===== src/design/sefb_pkg.sv =====
// Shared types, widths and codes of the stereo echo core with FIR feedback.
// Used by the ring memory, the filter datapath, the top level and the checker.
// No dependencies.
`timescale 1ns / 1ps

package sefb_pkg;

  localparam int SAMPLE_W    = 16;
  localparam int COEF_W      = 8;
  localparam int GAIN_W      = 8;
  localparam int TAP_COUNT   = 8;
  localparam int TAP_IDX_W   = 3;
  localparam int PROD_W      = SAMPLE_W + COEF_W;
  localparam int ACC_W       = PROD_W + TAP_IDX_W;
  localparam int SCALED_W    = ACC_W + GAIN_W;
  localparam int GAIN_SHIFT  = 14;
  localparam int COEFS_W     = TAP_COUNT * COEF_W;
  localparam int DELAY_W     = 4;
  localparam int CFG_IDX_W   = 3;

  // Coefficient applied to the newest history word.
  localparam logic [TAP_IDX_W-1:0] TAP_NEWEST_COEF = 3'd7;

  // Configuration register indexes.
  localparam logic [CFG_IDX_W-1:0] CFG_DELAY_STEPS  = 3'd0;
  localparam logic [CFG_IDX_W-1:0] CFG_FEEDBACK     = 3'd1;
  localparam logic [CFG_IDX_W-1:0] CFG_VOL_LEFT     = 3'd2;
  localparam logic [CFG_IDX_W-1:0] CFG_VOL_RIGHT    = 3'd3;
  localparam logic [CFG_IDX_W-1:0] CFG_COEFS        = 3'd4;

  typedef struct packed {
    logic signed [SAMPLE_W-1:0] dry_left;
    logic signed [SAMPLE_W-1:0] dry_right;
  } sefb_in_t;

  typedef struct packed {
    logic signed [SAMPLE_W-1:0] mixed_left;
    logic signed [SAMPLE_W-1:0] mixed_right;
  } sefb_out_t;

  typedef struct packed {
    logic signed [SAMPLE_W-1:0] left;
    logic signed [SAMPLE_W-1:0] right;
  } sefb_pair_t;

  typedef struct packed {
    logic                 push;
    logic                 mac_en;
    logic                 mac_clr;
    logic [TAP_IDX_W-1:0] tap;
    logic                 mix_en;
    logic                 fb_en;
  } sefb_fir_ctrl_t;

  typedef enum logic [2:0] {
    ST_IDLE,
    ST_FETCH,
    ST_MAC,
    ST_MIX,
    ST_FEED,
    ST_DONE
  } sefb_state_t;

endpackage


===== src/design/sefb_fir.sv =====
// Filter datapath: 8-word history, one-tap-per-cycle MAC for both channels,
// shared gain multipliers and the saturating mix.
// Depends on sefb_pkg.
`timescale 1ns / 1ps

module sefb_fir (
  input  logic                                clk,
  input  logic                                rst_n,
  input  sefb_pkg::sefb_fir_ctrl_t            ctrl,
  input  sefb_pkg::sefb_pair_t                echo,
  input  sefb_pkg::sefb_pair_t                dry,
  input  logic [sefb_pkg::COEFS_W-1:0]        coefs,
  input  logic signed [sefb_pkg::GAIN_W-1:0]  vol_left,
  input  logic signed [sefb_pkg::GAIN_W-1:0]  vol_right,
  input  logic signed [sefb_pkg::GAIN_W-1:0]  fb_gain,
  output sefb_pkg::sefb_pair_t                mixed,
  output sefb_pkg::sefb_pair_t                fed
);
  import sefb_pkg::*;

  localparam int SH_W  = SCALED_W - GAIN_SHIFT;
  localparam int SUM_W = SH_W + 1;
  localparam logic signed [SUM_W-1:0] SAT_HI = SUM_W'(32767);
  localparam logic signed [SUM_W-1:0] SAT_LO = -SUM_W'(32768);

  sefb_pair_t                  hist_r [TAP_COUNT];
  sefb_pair_t                  hist_tap;
  logic [TAP_IDX_W-1:0]        coef_idx;
  logic signed [COEF_W-1:0]    coef;
  logic signed [PROD_W-1:0]    prod_l;
  logic signed [PROD_W-1:0]    prod_r;
  logic signed [ACC_W-1:0]     acc_l_r;
  logic signed [ACC_W-1:0]     acc_r_r;
  logic signed [ACC_W-1:0]     acc_l_nxt;
  logic signed [ACC_W-1:0]     acc_r_nxt;
  logic signed [GAIN_W-1:0]    gain_l;
  logic signed [GAIN_W-1:0]    gain_r;
  logic signed [SCALED_W-1:0]  mul_l;
  logic signed [SCALED_W-1:0]  mul_r;
  logic signed [SCALED_W-1:0]  mix_l_r;
  logic signed [SCALED_W-1:0]  mix_r_r;
  logic signed [SCALED_W-1:0]  fb_l_r;
  logic signed [SCALED_W-1:0]  fb_r_r;

  // Floor of p / 2^14 added to the dry sample, then clamped to 16 bits.
  function automatic logic signed [SAMPLE_W-1:0] sat_mix(
    input logic signed [SAMPLE_W-1:0] d,
    input logic signed [SCALED_W-1:0] p
  );
    logic signed [SH_W-1:0]  sh;
    logic signed [SUM_W-1:0] sum;
    sh  = p[SCALED_W-1:GAIN_SHIFT];
    sum = SUM_W'(d) + SUM_W'(sh);
    if (sum > SAT_HI) begin
      return SAT_HI[SAMPLE_W-1:0];
    end else if (sum < SAT_LO) begin
      return SAT_LO[SAMPLE_W-1:0];
    end
    return sum[SAMPLE_W-1:0];
  endfunction

  // History as a shift line: entry 0 is the newest echo word.
  always_ff @(posedge clk) begin
    if (!rst_n) begin
      for (int i = 0; i < TAP_COUNT; i++) begin
        hist_r[i] <= '0;
      end
    end else if (ctrl.push) begin
      hist_r[0] <= echo;
      for (int i = 1; i < TAP_COUNT; i++) begin
        hist_r[i] <= hist_r[i-1];
      end
    end
  end

  assign hist_tap = hist_r[ctrl.tap];
  assign coef_idx = TAP_NEWEST_COEF - ctrl.tap;
  assign coef     = $signed(coefs[{coef_idx, 3'b000} +: COEF_W]);
  assign prod_l   = $signed(hist_tap.left) * coef;
  assign prod_r   = $signed(hist_tap.right) * coef;

  assign acc_l_nxt = ctrl.mac_clr ? ACC_W'(prod_l) : acc_l_r + ACC_W'(prod_l);
  assign acc_r_nxt = ctrl.mac_clr ? ACC_W'(prod_r) : acc_r_r + ACC_W'(prod_r);

  // Two multipliers serve the wet volumes first, then the feedback gain.
  assign gain_l = ctrl.fb_en ? fb_gain : vol_left;
  assign gain_r = ctrl.fb_en ? fb_gain : vol_right;
  assign mul_l  = acc_l_r * gain_l;
  assign mul_r  = acc_r_r * gain_r;

  always_ff @(posedge clk) begin
    if (ctrl.mac_en) begin
      acc_l_r <= acc_l_nxt;
      acc_r_r <= acc_r_nxt;
    end
    if (ctrl.mix_en) begin
      mix_l_r <= mul_l;
      mix_r_r <= mul_r;
    end
    if (ctrl.fb_en) begin
      fb_l_r <= mul_l;
      fb_r_r <= mul_r;
    end
  end

  assign mixed.left  = sat_mix(dry.left,  mix_l_r);
  assign mixed.right = sat_mix(dry.right, mix_r_r);
  assign fed.left    = sat_mix(dry.left,  fb_l_r);
  assign fed.right   = sat_mix(dry.right, fb_r_r);

endmodule


===== config.mk =====
export PLATFORM = sky130hd
export DESIGN_NAME = sefb_fir
export DESIGN_NICKNAME = d
export VERILOG_FILES = /design/src/design/sefb_pkg.sv /design/src/design/sefb_fir.sv
export SDC_FILE = /design/constraint.sdc
export NUM_CORES = 2
export LEC_CHECK = 0
export ABC_AREA = 1
export BUFFER_PORTS_ARGS = -buffer_cell sky130_fd_sc_hd__buf_2
export CAP_MARGIN = 20
export CORE_AREA = 8 8 311 313
export CTS_CLUSTER_SIZE = 8
export DETAILED_ROUTE_END_ITERATION = 8
export DIE_AREA = 0 0 319 321
export PLACE_DENSITY = 0.8
export SETUP_SLACK_MARGIN = 0.5
export SLEW_MARGIN = 15
export SYNTH_ARGS = -nofsm -noshare
export SYNTH_HDL_FRONTEND = slang
export SYNTH_SLANG_ARGS = --single-unit

===== constraint.sdc =====
create_clock -name clk -period 8.8 [get_ports clk]
set_input_delay 1.76 -clock clk [delete_from_list [all_inputs] [get_ports clk]]
set_output_delay 1.76 -clock clk [all_outputs]
set_load 0.05 [all_outputs]

---- Yosys cells after proc, flatten, opt, wreduce, memory -nomap -nowiden ----
Memories as Yosys holds them, arrays and structs flattened.
Cells that the tools add are included.
word-level totals
  register bits after elaboration ......... 194
  bits in writable memories ............... 256
  output and inout port bits .............. 64
  memories ................................ 1
operators by class
  add/subtract/negate cells ............... 7
  $mul .................................... 4
  $lt $le $gt $ge ......................... 8
  shifts and indexed selects .............. 1
  multiplexer cells ....................... 36
  bitwise logic cells ..................... 8
memory list
  name    depth  width  read ports  clocked after memory_dff  write ports  RTL line        text
  hist_r  8      32     8           0                         8            sefb_fir.sv:26  sefb_pair_t hist_r [TAP_COUNT];
operators with widths
  operator                number
  $mux W32                8
  $mux W16                12
  $add A16 B21 Y22        4
  $gt A22 B16 Y1 const B  4
  $lt A22 B16 Y1 const B  4
  $mul A27 B8 Y35         2
  $shiftx A64 B7 Y8       1
  $add A27 B24 Y27        2
  $mux W27                2
  $mul A16 B8 Y24         2
  $mux W8                 2
  $mux W1                 12
  $or A1 B1 Y1            8
  $sub A3 B3 Y3 const A   1

---- Longest topological paths before layout ----
  word-level depth ........................ 5
  mapped depth ............................ 41
  depth with buffers taken out ............ 37

---- Worst setup path before layout ----
Ideal clock, no wire load.
  kind .................................... input -> register
  start ................................... input port rst_n
  end ..................................... memory hist_r[0][0] in the netlist's numbering (enable)
  setup time .............................. 1,950 ps
  arrival time ............................ 6,504 ps
  path slack .............................. 346 ps
  stages .................................. 3
  cell sequence ........................... clkbuf_1 > clkbuf_1 > nand2_1
RTL lines
  what         RTL line        text
  from (decl)  sefb_fir.sv:8   input logic rst_n,
  to (decl)    sefb_fir.sv:26

---- Worst setup path after layout ----
  start ................................... input port ctrl[3] in the netlist's numbering
  end ..................................... register acc_r_r[19], data pin
between the ends
  longest elaborated chain between the ends .. 5
  elaborated cells on any way between the ends .. 6
  those cells by class .................... 2 x add/sub; 1 x mul; 1 x shift; 1 x mux; 1 x memory
ends and longest elaborated chain
  what                  RTL line        text
  from (decl)           sefb_fir.sv:9   input sefb_pkg::sefb_fir_ctrl_t ctrl,
  $sub A3 B3 Y3         sefb_fir.sv:77  assign coef_idx = TAP_NEWEST_COEF - ctrl.tap;
  $shiftx A64 B7 Y8     sefb_fir.sv:78  assign coef = $signed(coefs[{coef_idx, 3'b000} +: COEF_W]);
  $mul A16 B8 Y24 (*)   sefb_fir.sv:80  assign prod_r = $signed(hist_tap.right) * coef;
  $add A27 B24 Y27      sefb_fir.sv:83  assign acc_r_nxt = ctrl.mac_clr ? ACC_W'(prod_r) : acc_r_r + ACC_W'(prod_r);
  $mux W27 (*)          sefb_fir.sv:83
  via acc_r_nxt[19]     sefb_fir.sv:35  logic signed [ACC_W-1:0] acc_r_nxt;
  to (signal assigned)  sefb_fir.sv:94  acc_r_r <= acc_r_nxt;
  to (decl)             sefb_fir.sv:33  logic signed [ACC_W-1:0] acc_r_r;
The timed path passes the listed nets; every way through them passes the cells marked *.
A chain may end at the register's enable or synchronous reset.

==> flow_summary.rst <==
.. list-table::
   :header-rows: 1

   * - Metric
     - Value
   * - Global Route met2 Usage
     - 43.5%
   * - Number of diodes added for antenna fixing
     - 0
   * - Core Area
     - 92,200 um^2
   * - Crit. End Element
     - flip-flop
   * - Path type of the worst setup path
     - in2reg
   * - Die area
     - 102,000 um^2
   * - Sequential area share after synthesis
     - 23.7%
   * - Root cell of the clock tree
     - clkbuf_16
   * - WL final
     - 130,000 um
   * - Arrival time worst endpoint
     - 8.53 ns
   * - GRT met3 Usage
     - 3.56%
   * - Commonest register cell after synthesis
     - edfxtp_1
   * - Residual overflow from global routing
     - 0
   * - Critical hold path startpoint
     - hist_r[6][20]$_SDFFCE_PN0P_
   * - Vertical die dimension
     - 321 um
   * - Status
     - completed
   * - Weighted congestion reported at the end of routability-driven placement
     - 0.964
   * - Boundary pin count
     - 226
   * - Effective utilization at floorplan
     - 54.1%
   * - Top area cells in the synthesized netlist
     - edfxtp_1 (24%), fa_1 (22%), inv_1 (10%)
   * - Syn Nets
     - 7,570
   * - Syn avg cell area
     - 7.68 um^2
   * - WL per Instance
     - 16.4 um
   * - Startpoint types
     - primary input
   * - Row cnt
     - 112
   * - Number of design rule violations left after detail routing
     - 0
   * - Total GRT Usage
     - 24.7%
   * - Skew-Pair Late Insertion Delay
     - 0.67 ns
   * - Setup slack of the most critical reg-to-reg path
     - 1.96 ns
   * - Post-Route Utilization
     - 59.3%
   * - Crit-path max cell delay
     - 0.52 ns
   * - Final clock period utilization by the worst path
     - 92.2%
   * - Port bufs
     - 225
   * - Yosys synthesis warning count
     - 0
   * - Least-Margin Pin Slew
     - 1.08 ns
   * - RSZ-0062 raised after global routing
     - true
   * - Synth-to-layout area growth
     - 9.66%
   * - Global routing met1 resource utilization
     - 30.5%
   * - TritonCTS clock tree
     - yes
   * - Commonest non-fill, non-tap cell in the layout
     - inv_1
   * - Worst path required time
     - 9.22 ns
   * - First-pass GRT wire length
     - 211,000 um
   * - Clock slew at the register clock pins of the worst setup and hold paths
     - 0.06 ns
   * - Area of the mapped netlist
     - 49,900 um^2
   * - Final HPWL from detailed placement
     - 103,000 um
   * - Register bit count reported by yosys
     - 394
   * - Worst setup path startpoint
     - ctrl[3]
   * - Max_slew headroom
     - 28.1%
   * - TritonCTS Buffers
     - 57
   * - Peak fanout along the critical path
     - 45
   * - Maximum number of pins on one net before global-route repair
     - 101
   * - RR Startpoint
     - hist_r[0][19]$_SDFFCE_PN0P_
   * - DR vias
     - 42,500
   * - Number of max-capacitance violations reported
     - 0
   * - Area share of the largest cell type after synthesis
     - 23.7%
   * - Fin crit period
     - 8.12 ns
   * - Timing-limited maximum frequency
     - 123 MHz
   * - Most frequent cells in the layout
     - inv_1 (1,365), nand2_1 (1,318), nor2_1 (985)
   * - EDFF count, synth
     - 394
   * - Via count of the first global-routing pass
     - 43,100
   * - Async S/R FF share, synth
     - 0%
   * - Busiest metal layer after global routing
     - met2
   * - Final worst slack
     - 0.685 ns
   * - Fraction of final layout cells sized beyond drive strength 1
     - 8.07%
   * - Pins over their slew limit
     - 0
   * - Max Clock Skew
     - 0.0713 ns
   * - Total clock sinks
     - 394
   * - Via/cell ratio
     - 5.35
   * - Min-Delay Path Class
     - reg2reg
   * - Die X
     - 319 um
   * - Count of mapped cells out of synthesis
     - 6,498
   * - Number of buffers on the longest clock path
     - 3
   * - Number of antenna violations at the first check in global routing
     - 0
   * - Final setup violation count
     - 0
   * - Count of antenna-violating nets left after detailed routing
     - 0
   * - Number of different library cells in the post-synthesis netlist
     - 55
   * - Number of iterations in the first detailed-routing pass
     - 6
   * - Hold_ws
     - 0.501 ns
   * - Number of hold violations in the final report
     - 0
   * - Post-synth top area cell
     - edfxtp_1
   * - Worst Setup Slack post-DPL
     - -0.0202 ns
   * - Number of DRC markers in iteration 0
     - 3,442
   * - Total negative setup slack
     - 0 ns
   * - Max H-tree Level
     - 2
   * - Critical path's slowest cell
     - fa_1
   * - Final Net Count
     - 7,806
   * - Fill cells
     - 8,108
## area by class of cell
type	instances	area, um^2	share of cell area, %
tap	1197	1500	2.74
sequential	394	11800	21.6
timing repair buffer	339	2200	4.02
clock buffer	57	1430	2.61
inverter	1390	5240	9.57
multi-input combinational	4552	32300	59.1
clock inverter	10	198	0.361
## per-layer routing
layer | share of wire [%] | wire length [um]
met1 | 40 | 52500
met2 | 49 | 63300
met3 | 6.9 | 8970
met4 | 4.1 | 5390
met5 | 0 | 0
## through the flow
step / instances / instance area (um^2)
after floorplan: 6498 / 49900
after global placement: 7865 / 52700
after detailed placement: 7865 / 52700
after CTS: 7932 / 54300
after global routing: 7939 / 54700
final: 7939 / 54700
## timing repair
item                       CTS  global route
setup endpoints to repair    0            22
hold buffers                 0             0
gates resized for setup      0            63
setup buffers                0             5
## final timing paths
check                                endpoint  cells after the start
hold / removal    hist_r[7][20]$_SDFFCE_PN0P_                      2
setup / recovery        acc_r_r[19]$_DFFE_PP_                     29
hold reg to reg   hist_r[7][20]$_SDFFCE_PN0P_                      2
setup reg to reg        acc_l_r[15]$_DFFE_PP_                     32
## cell usage after synthesis, drive strengths merged (8+ instances only)
cell type / count
inv: 1387
nand2: 1345
nor2: 998
fa: 546
edfxtp: 394
ha: 364
a21oi: 357
o21ai: 342
nand3: 170
xor2: 112
buf: 84
clkbuf: 78
xnor2: 59
nand4: 51
nor3: 36
o21bai: 27
a21o: 22
nor4: 18
a31oi: 17
o22ai: 17
or2: 17
nand3b: 11
a21boi: 10
and2: 8
## worst max-delay path, delay by kind of cell
family / cells / cell delay (ns)
adder cells (fa/ha/maj): 6 / 2.66
AND/OR/NAND/NOR: 9 / 1.49
AO/OA/AOI/OAI: 6 / 1.23
buffers and inverters: 7 / 1.07
XOR/XNOR: 1 / 0.26
## flip-flops by register name, indices dropped and copies added, names as in the netlist
name and cells:
fb_l_r 21, mix_r_r 21, mix_l_r 21, acc_r_r 27, fb_r_r 21, hist_r 256, acc_l_r 27
## logic make-up after synthesis
kind of cell | count (synthesis) | share of synthesized area (%)
AO/OA/AOI/OAI | 815 | 8.79
buffers and inverters | 1552 | 12.0
AND/OR/NAND/NOR | 2656 | 21.4
adder cells (fa/ha/maj) | 910 | 31.0
flip-flops | 394 | 23.7
XOR/XNOR | 171 | 3.03
Power is not shown: default switching activity piles up to over one toggle a cycle in this logic, so the estimate is an artifact.
